`src/sv/ffsa_pkg.sv`:
```
// Shared types, constants and helper functions of the first-fit slot allocator.
// No dependencies; used by every module of the block by scoped names.
`default_nettype none

package ffsa_pkg;

	localparam int MAX_ROWS  = 4;
	localparam int MAX_UNITS = 16;

	localparam int ROW_W     = $clog2(MAX_ROWS);
	localparam int UNIT_W    = $clog2(MAX_UNITS);
	localparam int ROWS_W    = 3;
	localparam int UNITS_W   = 5;
	localparam int FREE_W    = 7;
	localparam int SIZE_W    = 2;
	localparam int MASK_W    = MAX_UNITS + 1;
	localparam int CFG_IDX_W = 1;
	localparam int CFG_DATA_W = 5;

	localparam logic [ROWS_W-1:0]  ROWS_RESET  = ROWS_W'(4);
	localparam logic [UNITS_W-1:0] UNITS_RESET = UNITS_W'(16);
	localparam logic [FREE_W-1:0]  FREE_RESET  = FREE_W'(4 * 16);
	localparam logic [FREE_W-1:0]  FREE_MAX    = FREE_W'(MAX_ROWS * MAX_UNITS);

	localparam logic [CFG_IDX_W-1:0] REG_ROWS_IN_USE   = CFG_IDX_W'(0);
	localparam logic [CFG_IDX_W-1:0] REG_UNITS_PER_ROW = CFG_IDX_W'(1);

	localparam logic [SIZE_W-1:0] SIZE_ONE  = SIZE_W'(1);
	localparam logic [SIZE_W-1:0] SIZE_PAIR = SIZE_W'(2);

	typedef enum logic {
		OP_ALLOCATE = 1'b0,
		OP_RELEASE  = 1'b1
	} op_t;

	typedef struct packed {
		op_t                operation;
		logic [SIZE_W-1:0]  request_size;
		logic [ROW_W-1:0]   release_row;
		logic [UNIT_W-1:0]  release_unit;
	} in_t;

	typedef struct packed {
		logic               granted;
		logic [ROW_W-1:0]   granted_row;
		logic [UNIT_W-1:0]  granted_unit;
		logic [FREE_W-1:0]  free_units;
	} out_t;

	// controller -> datapath
	typedef struct packed {
		logic load;
		logic step;
		logic commit;
	} cmd_t;

	// datapath -> controller
	typedef struct packed {
		logic scan_needed;
		logic hit;
		logic scan_last;
		logic out_free;
	} stat_t;

	typedef enum logic [2:0] {
		ST_IDLE   = 3'b001,
		ST_SCAN   = 3'b010,
		ST_FINISH = 3'b100
	} state_t;

	function automatic logic [ROWS_W-1:0] eff_rows(input logic [ROWS_W-1:0] r);
		eff_rows = (r > ROWS_W'(MAX_ROWS)) ? ROWS_W'(MAX_ROWS) : r;
	endfunction

	function automatic logic [UNITS_W-1:0] eff_units(input logic [UNITS_W-1:0] u);
		eff_units = (u > UNITS_W'(MAX_UNITS)) ? UNITS_W'(MAX_UNITS) : u;
	endfunction

	function automatic logic [FREE_W-1:0] capacity(input logic [ROWS_W-1:0] r,
			input logic [UNITS_W-1:0] u);
		logic [ROWS_W+UNITS_W-1:0] p;
		p = eff_rows(r) * eff_units(u);
		capacity = p[FREE_W-1:0];
	endfunction

	function automatic logic size_ok(input logic [SIZE_W-1:0] s);
		size_ok = (s == SIZE_ONE) || (s == SIZE_PAIR);
	endfunction

endpackage

`default_nettype wire

```
`src/sv/first_fit_slot_allocator.sv`:
```
// First-fit slot allocator over an occupancy bitmap of up to 4 rows by 16
// units. A release, or an allocate that cannot scan (bad size, zero capacity),
// goes from acceptance straight to the finish state. An allocate first passes
// through the scan state, which inspects one unit per cycle until the first fit
// (or every unit of the clamped rows and units when none fits), and then the
// finish state. The finish state writes the result into the output register
// once that register is free; a result held there by a stalled output delays
// the write of the next result. One request is in flight at a time; a
// finished result waits in the output register while the next request is
// taken. A configuration write clears the map and sets the free count to the
// new capacity in the same cycle.
// Depends on ffsa_pkg, ffsa_ctrl and ffsa_dpath.
`default_nettype none

module first_fit_slot_allocator (
	input  wire logic                            clk,
	input  wire logic                            arst_n,
	input  wire logic                            in_valid,
	output logic                                 in_stall,
	input  wire ffsa_pkg::in_t                   in_data,
	output logic                                 out_valid,
	input  wire logic                            out_stall,
	output ffsa_pkg::out_t                       out_data,
	input  wire logic                            cfg_we,
	input  wire logic [ffsa_pkg::CFG_IDX_W-1:0]  cfg_index,
	input  wire logic [ffsa_pkg::CFG_DATA_W-1:0] cfg_data
);

	ffsa_pkg::cmd_t  cmd;
	ffsa_pkg::stat_t stat;

	ffsa_ctrl u_ctrl (
		.clk      (clk),
		.arst_n   (arst_n),
		.in_valid (in_valid),
		.in_stall (in_stall),
		.stat     (stat),
		.cmd      (cmd)
	);

	ffsa_dpath u_dpath (
		.clk       (clk),
		.arst_n    (arst_n),
		.cfg_we    (cfg_we),
		.cfg_index (cfg_index),
		.cfg_data  (cfg_data),
		.in_data   (in_data),
		.cmd       (cmd),
		.stat      (stat),
		.out_stall (out_stall),
		.out_valid (out_valid),
		.out_data  (out_data)
	);

endmodule

`default_nettype wire

```
`src/sv/ffsa_ctrl.sv`:
```
// Controller of the first-fit slot allocator: sequences load, scan and commit.
// Depends on ffsa_pkg for the command, status and state types.
`default_nettype none

module ffsa_ctrl (
	input  wire logic           clk,
	input  wire logic           arst_n,
	input  wire logic           in_valid,
	output logic                in_stall,
	input  wire ffsa_pkg::stat_t stat,
	output ffsa_pkg::cmd_t      cmd
);

	ffsa_pkg::state_t state_q, state_d;

	always_comb begin
		state_d = state_q;
		cmd     = '0;
		unique case (state_q)
			ffsa_pkg::ST_IDLE: begin
				if (in_valid) begin
					cmd.load = 1'b1;
					state_d  = stat.scan_needed ? ffsa_pkg::ST_SCAN : ffsa_pkg::ST_FINISH;
				end
			end
			ffsa_pkg::ST_SCAN: begin
				cmd.step = 1'b1;
				if (stat.hit || stat.scan_last) begin
					state_d = ffsa_pkg::ST_FINISH;
				end
			end
			ffsa_pkg::ST_FINISH: begin
				// hold the result until the output register can take it
				if (stat.out_free) begin
					cmd.commit = 1'b1;
					state_d    = ffsa_pkg::ST_IDLE;
				end
			end
			default: begin
				state_d = ffsa_pkg::ST_IDLE;
			end
		endcase
	end

	always_ff @(posedge clk or negedge arst_n) begin
		if (!arst_n) begin
			state_q <= ffsa_pkg::ST_IDLE;
		end else begin
			state_q <= state_d;
		end
	end

	assign in_stall = (state_q != ffsa_pkg::ST_IDLE);

endmodule

`default_nettype wire

```
`src/sv/ffsa_dpath.sv`:
```
// Datapath of the first-fit slot allocator: configuration, occupancy rows,
// free count, scan position and output register. Depends on ffsa_pkg.
`default_nettype none

module ffsa_dpath (
	input  wire logic                              clk,
	input  wire logic                              arst_n,
	input  wire logic                              cfg_we,
	input  wire logic [ffsa_pkg::CFG_IDX_W-1:0]    cfg_index,
	input  wire logic [ffsa_pkg::CFG_DATA_W-1:0]   cfg_data,
	input  wire ffsa_pkg::in_t                     in_data,
	input  wire ffsa_pkg::cmd_t                    cmd,
	output ffsa_pkg::stat_t                        stat,
	input  wire logic                              out_stall,
	output logic                                   out_valid,
	output ffsa_pkg::out_t                         out_data
);

	logic [ffsa_pkg::ROWS_W-1:0]    rows_q, rows_d, nr;
	logic [ffsa_pkg::UNITS_W-1:0]   units_q, units_d, nu;
	logic [ffsa_pkg::FREE_W-1:0]    cap;
	logic [ffsa_pkg::MAX_UNITS-1:0] occ_q [ffsa_pkg::MAX_ROWS];
	logic [ffsa_pkg::FREE_W-1:0]    free_q;

	ffsa_pkg::in_t                  req_q;
	logic [ffsa_pkg::ROW_W-1:0]     row_q;
	logic [ffsa_pkg::UNIT_W-1:0]    unit_q;
	logic                           grant_q;

	logic                           out_valid_q;
	ffsa_pkg::out_t                 out_q;

	logic [ffsa_pkg::MAX_UNITS-1:0] row_bits;
	logic [ffsa_pkg::UNITS_W-1:0]   unit_nx;
	logic [ffsa_pkg::ROWS_W-1:0]    row_nx;
	logic                           pair_in_row, hit, last;
	logic                           is_alloc, is_pair, rel_ok, granted_c;
	logic [ffsa_pkg::UNITS_W-1:0]   rel_unit_nx;
	logic [ffsa_pkg::ROW_W-1:0]     tgt_row;
	logic [ffsa_pkg::UNIT_W-1:0]    tgt_unit;
	logic [ffsa_pkg::MASK_W-1:0]    mask_w;
	logic [ffsa_pkg::MAX_UNITS-1:0] mask;
	logic [ffsa_pkg::FREE_W-1:0]    size_ext, free_dec, free_inc, free_next;

	// register file write
	always_comb begin
		rows_d  = rows_q;
		units_d = units_q;
		if (cfg_we) begin
			unique case (cfg_index)
				ffsa_pkg::REG_ROWS_IN_USE:   rows_d  = cfg_data[ffsa_pkg::ROWS_W-1:0];
				ffsa_pkg::REG_UNITS_PER_ROW: units_d = cfg_data[ffsa_pkg::UNITS_W-1:0];
			endcase
		end
	end

	assign nr  = ffsa_pkg::eff_rows(rows_q);
	assign nu  = ffsa_pkg::eff_units(units_q);
	assign cap = ffsa_pkg::capacity(rows_q, units_q);

	// one unit per scan step; the pair looks one unit ahead in the same row
	assign row_bits    = occ_q[row_q];
	assign unit_nx     = {1'b0, unit_q} + ffsa_pkg::UNITS_W'(1);
	assign row_nx      = {1'b0, row_q} + ffsa_pkg::ROWS_W'(1);
	assign pair_in_row = unit_nx < nu;
	assign is_pair     = (req_q.request_size == ffsa_pkg::SIZE_PAIR);
	assign hit         = !row_bits[unit_q] &&
		(!is_pair || (pair_in_row && !row_bits[unit_nx[ffsa_pkg::UNIT_W-1:0]]));
	assign last        = !pair_in_row && (row_nx >= nr);

	assign stat.scan_needed = (in_data.operation == ffsa_pkg::OP_ALLOCATE) &&
		ffsa_pkg::size_ok(in_data.request_size) && (cap != '0);
	assign stat.hit         = hit;
	assign stat.scan_last   = last;
	assign stat.out_free    = !out_valid_q || !out_stall;

	// release is honored only inside the configured geometry
	assign is_alloc    = (req_q.operation == ffsa_pkg::OP_ALLOCATE);
	assign rel_unit_nx = {1'b0, req_q.release_unit} + ffsa_pkg::UNITS_W'(1);
	assign rel_ok      = !is_alloc && ffsa_pkg::size_ok(req_q.request_size) &&
		({1'b0, req_q.release_row} < nr) && ({1'b0, req_q.release_unit} < nu) &&
		(!is_pair || (rel_unit_nx < nu));
	assign granted_c   = is_alloc ? grant_q : rel_ok;

	assign tgt_row  = is_alloc ? row_q : req_q.release_row;
	assign tgt_unit = is_alloc ? unit_q : req_q.release_unit;
	assign mask_w   = (is_pair ? ffsa_pkg::MASK_W'(3) : ffsa_pkg::MASK_W'(1)) << tgt_unit;
	assign mask     = mask_w[ffsa_pkg::MAX_UNITS-1:0];

	assign size_ext  = ffsa_pkg::FREE_W'(req_q.request_size);
	assign free_dec  = (free_q >= size_ext) ? (free_q - size_ext) : '0;
	assign free_inc  = ((free_q + size_ext) > cap) ? cap : (free_q + size_ext);
	assign free_next = granted_c ? (is_alloc ? free_dec : free_inc) : free_q;

	always_ff @(posedge clk or negedge arst_n) begin
		if (!arst_n) begin
			rows_q  <= ffsa_pkg::ROWS_RESET;
			units_q <= ffsa_pkg::UNITS_RESET;
			free_q  <= ffsa_pkg::FREE_RESET;
			for (int r = 0; r < ffsa_pkg::MAX_ROWS; r++) begin
				occ_q[r] <= '0;
			end
		end else if (cfg_we) begin
			// any register write restarts the allocator with an empty map
			rows_q  <= rows_d;
			units_q <= units_d;
			free_q  <= ffsa_pkg::capacity(rows_d, units_d);
			for (int r = 0; r < ffsa_pkg::MAX_ROWS; r++) begin
				occ_q[r] <= '0;
			end
		end else if (cmd.commit && granted_c) begin
			free_q <= free_next;
			for (int r = 0; r < ffsa_pkg::MAX_ROWS; r++) begin
				if (ffsa_pkg::ROW_W'(r) == tgt_row) begin
					occ_q[r] <= is_alloc ? (occ_q[r] | mask) : (occ_q[r] & ~mask);
				end
			end
		end
	end

	always_ff @(posedge clk) begin
		if (cmd.load) begin
			req_q <= in_data;
		end
	end

	always_ff @(posedge clk or negedge arst_n) begin
		if (!arst_n) begin
			row_q   <= '0;
			unit_q  <= '0;
			grant_q <= 1'b0;
		end else if (cmd.load) begin
			row_q   <= '0;
			unit_q  <= '0;
			grant_q <= 1'b0;
		end else if (cmd.step) begin
			if (hit) begin
				grant_q <= 1'b1;
			end else if (!last) begin
				if (pair_in_row) begin
					unit_q <= unit_nx[ffsa_pkg::UNIT_W-1:0];
				end else begin
					unit_q <= '0;
					row_q  <= row_nx[ffsa_pkg::ROW_W-1:0];
				end
			end
		end
	end

	always_ff @(posedge clk or negedge arst_n) begin
		if (!arst_n) begin
			out_valid_q <= 1'b0;
		end else if (cmd.commit) begin
			out_valid_q <= 1'b1;
		end else if (!out_stall) begin
			out_valid_q <= 1'b0;
		end
	end

	always_ff @(posedge clk) begin
		if (cmd.commit) begin
			out_q.granted      <= granted_c;
			out_q.granted_row  <= granted_c ? tgt_row : '0;
			out_q.granted_unit <= granted_c ? tgt_unit : '0;
			out_q.free_units   <= free_next;
		end
	end

	assign out_valid = out_valid_q;
	assign out_data  = out_q;

endmodule

`default_nettype wire

```
`config.mk`:
```
export PLATFORM = sky130hd
export DESIGN_NAME = first_fit_slot_allocator
export DESIGN_NICKNAME = d
export VERILOG_FILES = /design/src/sv/ffsa_pkg.sv /design/src/sv/first_fit_slot_allocator.sv /design/src/sv/ffsa_ctrl.sv /design/src/sv/ffsa_dpath.sv
export SDC_FILE = /design/constraint.sdc
export NUM_CORES = 1
export LEC_CHECK = 0
export ABC_AREA = 1
export BUFFER_PORTS_ARGS = -buffer_cell sky130_fd_sc_hd__buf_2
export CORE_ASPECT_RATIO = 1.2
export CORE_MARGIN = 5
export CORE_UTILIZATION = 46
export DETAILED_ROUTE_END_ITERATION = 8
export MAX_ROUTING_LAYER = met4
export PLACE_DENSITY = 0.61
export SYNTH_ARGS = -nofsm -noshare
export SYNTH_HDL_FRONTEND = slang
export SYNTH_SLANG_ARGS = --single-unit
```
`constraint.sdc`:
```
create_clock -name clk -period 4.2 [get_ports clk]
set_input_delay 0.42 -clock clk [delete_from_list [all_inputs] [get_ports clk]]
set_output_delay 0.42 -clock clk [all_outputs]
set_load 0.05 [all_outputs]
```
==> flow_results.org <==
** Worst setup path
- STA classifies the critical path endpoint as a register.
- Required arrival time at the worst endpoint :: 4370 ps
- The critical path is of the reg2reg type.
- Arrival time at the worst endpoint :: 4160 ps
- Setup slack of the worst register-to-register path :: 200 ps
- Worst-path maximum fanout :: 5
- The worst register-to-register path has a depth of 27.
- In this run the critical register-to-register path is launched from u_dpath.units_q[3].
- The worst setup path is launched from a register.
- Capture instance of the worst register-to-register path :: u_dpath.out_data[1]

** Placed design
- Detailed-placement wirelength estimate :: 16,600 um
- Timing analysis after detailed placement gives a worst setup slack of 29.3 ps.
- In this run, placement finished with an instance count of 1,383.
- The congestion estimate from routability-driven global placement came to 0.943.
- Input and output buffers added on the ports amount to 35.

** Logic synthesis
- Main synth FF type :: dfrtp_1
- YS warnings :: 0
- Sequential fraction of the synthesis area :: 35.7%
- Synthesis handed over a netlist of 1,135 instances.
- Summing every instance area after synthesis gives 8260 um^2.
- Mean Syn Cell Area :: 7.27 um^2
- Library cell with the largest summed area after synthesis :: dfrtp_1
- Of the post-synthesis cell area, the dominant cell type holds 26.1%.
- Yosys cell types :: 42
- Share of synthesized flip-flops with an asynchronous set or reset :: 79.6%
- The synthesized design contains 23 enable-type register cells.
- Synthesis produced a netlist with a net count of 1,205.
- Area contributors post-synth :: dfrtp_1 (26%), nand2_1 (13%), edfxtp_1 (8.4%)
- After synthesis the netlist holds a flip-flop and latch count of 113.

** Power and ir drop
- Net switching share of the total power :: 41.4%
- For this design the static power due to leakage is 4.49 nW.
- In this run the power spent charging and discharging nets is 2.10 mW.
- Power density cells :: 540 nW/um^2
- The internal portion of the total power is 2.97 mW.
- Sequential cells account for 26.4% of the total power.
- Portion of total power attributed to the clock network :: 31.3%
- The worst-case IR drop observed on VDD is 0.000295 V.
- Combinational group share of total power :: 42.3%

** Layout
- Commonest non-fill, non-tap cells in the layout :: nand2_1 (289), inv_1 (157), nand3_1 (121)
- Of the cells placed in the final design, the portion with a size suffix greater than 1 is 15.9%.
- Leaving out fill and tap cells, the most frequent cell in the layout is nand2_1.
- Area grow syn2layout :: 13.7%
- For this run, the number of standard cells in the final layout without fillers is 1,417.
- N_diodes :: 0
- Final net count :: 1,254

** Floorplanning
- For this configuration, the core starts out at a cell density of 47.0%.
- Die span in y :: 157 um
- The floorplan step defined a die boundary enclosing 20,700 um^2.
- Count of standard-cell rows :: 53
- Width of the die :: 132 um
- Core box area :: 17,600 um^2
- Number of top-level pins :: 36

** Timing
- Setup repair after global routing could not meet its margin everywhere.
- Summed over all failing endpoints, the final setup total negative slack is 0 ps.
- Across all setup checks in the final design, the least slack found is 205 ps.
- The count of endpoints failing hold in the final timing report was 0.
- Static timing analysis puts the maximum clock frequency at 250 MHz.
- After layout, the worst path uses 95.1% of the clock period.
- Slew at the pin closest to its max-slew limit :: 927 ps
- Shortest clock period the worst path allows after layout :: 4000 ps
- Final-report setup violation count :: 0
- Slew HR :: 38.2%
- Post-Route Skew :: 9.53 ps
- Total count of max-transition violations in the final report :: 0

** CTS
- For the worst-skew pair, the clock arrives at the later sink with an insertion delay of 420 ps.
- Root Buffer :: clkbuf_16
- Clock tree from TritonCTS :: yes
- After clock tree synthesis, the clock-pin slew on the worst setup and hold paths is 60 ps.
- Clock tree synthesis found a total of 113 sinks.
- TritonCTS buffer count :: 17
- Max Buffers Root-to-Sink :: 2
- Maximum level of the CTS H-tree :: 4

** Global route
- Global routing used 23.5% of the available tracks across all layers.
- Antenna violations before repair :: 0
- Vias in the first global route :: 7,179
- Largest net degree at the start of global routing :: 70
- Overflow after GRT :: 0
- The first global-routing pass estimated 37,600 um of wire.

** Detailed routing
- Final Routed Wirelength :: 23,500 um
- Post-route ant nets :: 0
- The first routing iteration left 617 violations.
- For this run, design rule violations remaining after detail routing come to 0.
- Via density per instance :: 5.31
- Final routed wire length divided by cell count :: 16.6 um
- The pre-antenna-repair detailed-routing pass consisted of 5 iterations.
- Detailed routing inserted a total of 7,531 vias.

** Run status
- Outcome :: finished clean

** Min path
- The path class of the tightest hold or removal check is in2async.

** Run
- The tool flagged a number of max-cap violations equal to 0.
[how the worst max path moves through the flow]
stage                                to  slack, ps          startpoint
global route          u_dpath.free_q[2]       -100  u_dpath.units_q[3]
CTS                 u_dpath.out_data[6]         50  u_dpath.units_q[1]
global placement    u_dpath.out_data[2]         90  u_dpath.units_q[1]
finish              u_dpath.out_data[1]        200  u_dpath.units_q[3]
detailed placement    u_dpath.free_q[5]         30  u_dpath.units_q[1]
floorplan           u_dpath.out_data[2]        230  u_dpath.units_q[1]
[power by group through the flow]
| stage | clock network [mW] | logic, mW | registers [mW] |
|---|---|---|---|
| 6_report | 1.59 | 2.14 | 1.34 |
| 3_3_place_gp | 0 | 2.03 | 1.36 |
| 3_5_place_dp | 0 | 2.04 | 1.36 |
| 5_1_grt | 1.66 | 2.38 | 1.35 |
| 4_1_cts | 1.60 | 2.06 | 1.34 |
| 2_1_floorplan | 0 | 1.41 | 1.43 |
[cell usage after synthesis (13+ instances only)]
cell      number
o21ai_0       42
inv_1        160
edfxtp_1      23
nand3_1      123
o21ai_1       23
dfrtp_1       86
a21oi_1       67
ha_1          40
nand2_1      296
xor2_1        13
o21ai_2       33
nor2_1       108
[critical path, cell delays in order (launching register included)]
cell and delay, ps:
dfrtp_1 380, nor3_2 170, nand2_1 80, nand2_2 70
nand2_2 50, inv_2 70, nand2_2 50, fa_1 480
inv_1 40, ha_2 190, fa_2 360, nand2_1 60
nand2_1 60, a21oi_2 120, xor2_1 220, ha_1 290
nand2_2 70, nor2_1 40, nand2_1 60, inv_2 40
nand2_2 50, o211ai_1 140, nand2_2 180, inv_2 80
o21ai_1 120, o21ai_1 70, nand2_1 90, nand2_2 80
[logic make-up after synthesis]
kind of cell	after synthesis	synth area share, %
flip-flops	113	35.7
adder cells (fa/ha/maj)	50	8.49
AO/OA/AOI/OAI	179	13.0
multiplexers	3	0.409
AND/OR/NAND/NOR	569	29.8
XOR/XNOR	18	1.91
buffers and inverters	203	10.7
[through the flow]
stage / util (%) / power [mW] / hold WS, ps / cell area [um^2]
after global placement: 49.3 / 3.39 / 500 / 8670
final: 53.4 / 5.07 / 147 / 9390
after detailed placement: 49.3 / 3.40 / 502 / 8670
after CTS: 53.0 / 4.99 / 163 / 9310
after floorplan: - / 2.84 / 124 / 8260
after global routing: 53.4 / 5.39 / 163 / 9390
[area by class of cell]
cell class              count  area (um^2)
inverters                 170          643
well taps                 220          275
repair buffers             62          384
multi-input cells         820         4500
fillers                  1737         8180
clock inverters            11          158
flip-flops and latches    113         2950
clock buffers              21          482
[per-layer routing]
metal | vias to the layer above | wire length (um) | global-route usage [%]
li1 | 3765 | - | -
met1 | 3524 | 10100 | 27.8
met2 | 184 | 11900 | 40.4
met3 | 58 | 827 | 3.18
met4 | 0 | 707 | 9.70
met5 | - | 0 | -
[flip-flops by register name, summed over array words and instances (netlist names)]
name and cells:
u_dpath.out_valid 1, u_dpath.rows_q 3, u_ctrl.state_q 3, u_dpath.out_data 14, u_dpath.unit_q 4, u_dpath.occ_q 64
u_dpath.units_q 5, u_dpath.req_q 9, u_dpath.free_q 7, u_dpath.row_q 2, u_dpath.grant_q 1
[what timing repair did]
| action | 4_1_cts | 5_1_grt |
|---|---|---|
| hold buffers | 0 | 0 |
| setup endpoints to repair | 1 | 14 |
| buffers inserted | 0 | 1 |
| gates resized for setup | 1 | 35 |
| pin swaps | 0 | 6 |
| gates cloned | 0 | 1 |
(Power assumes the default switching activity.)
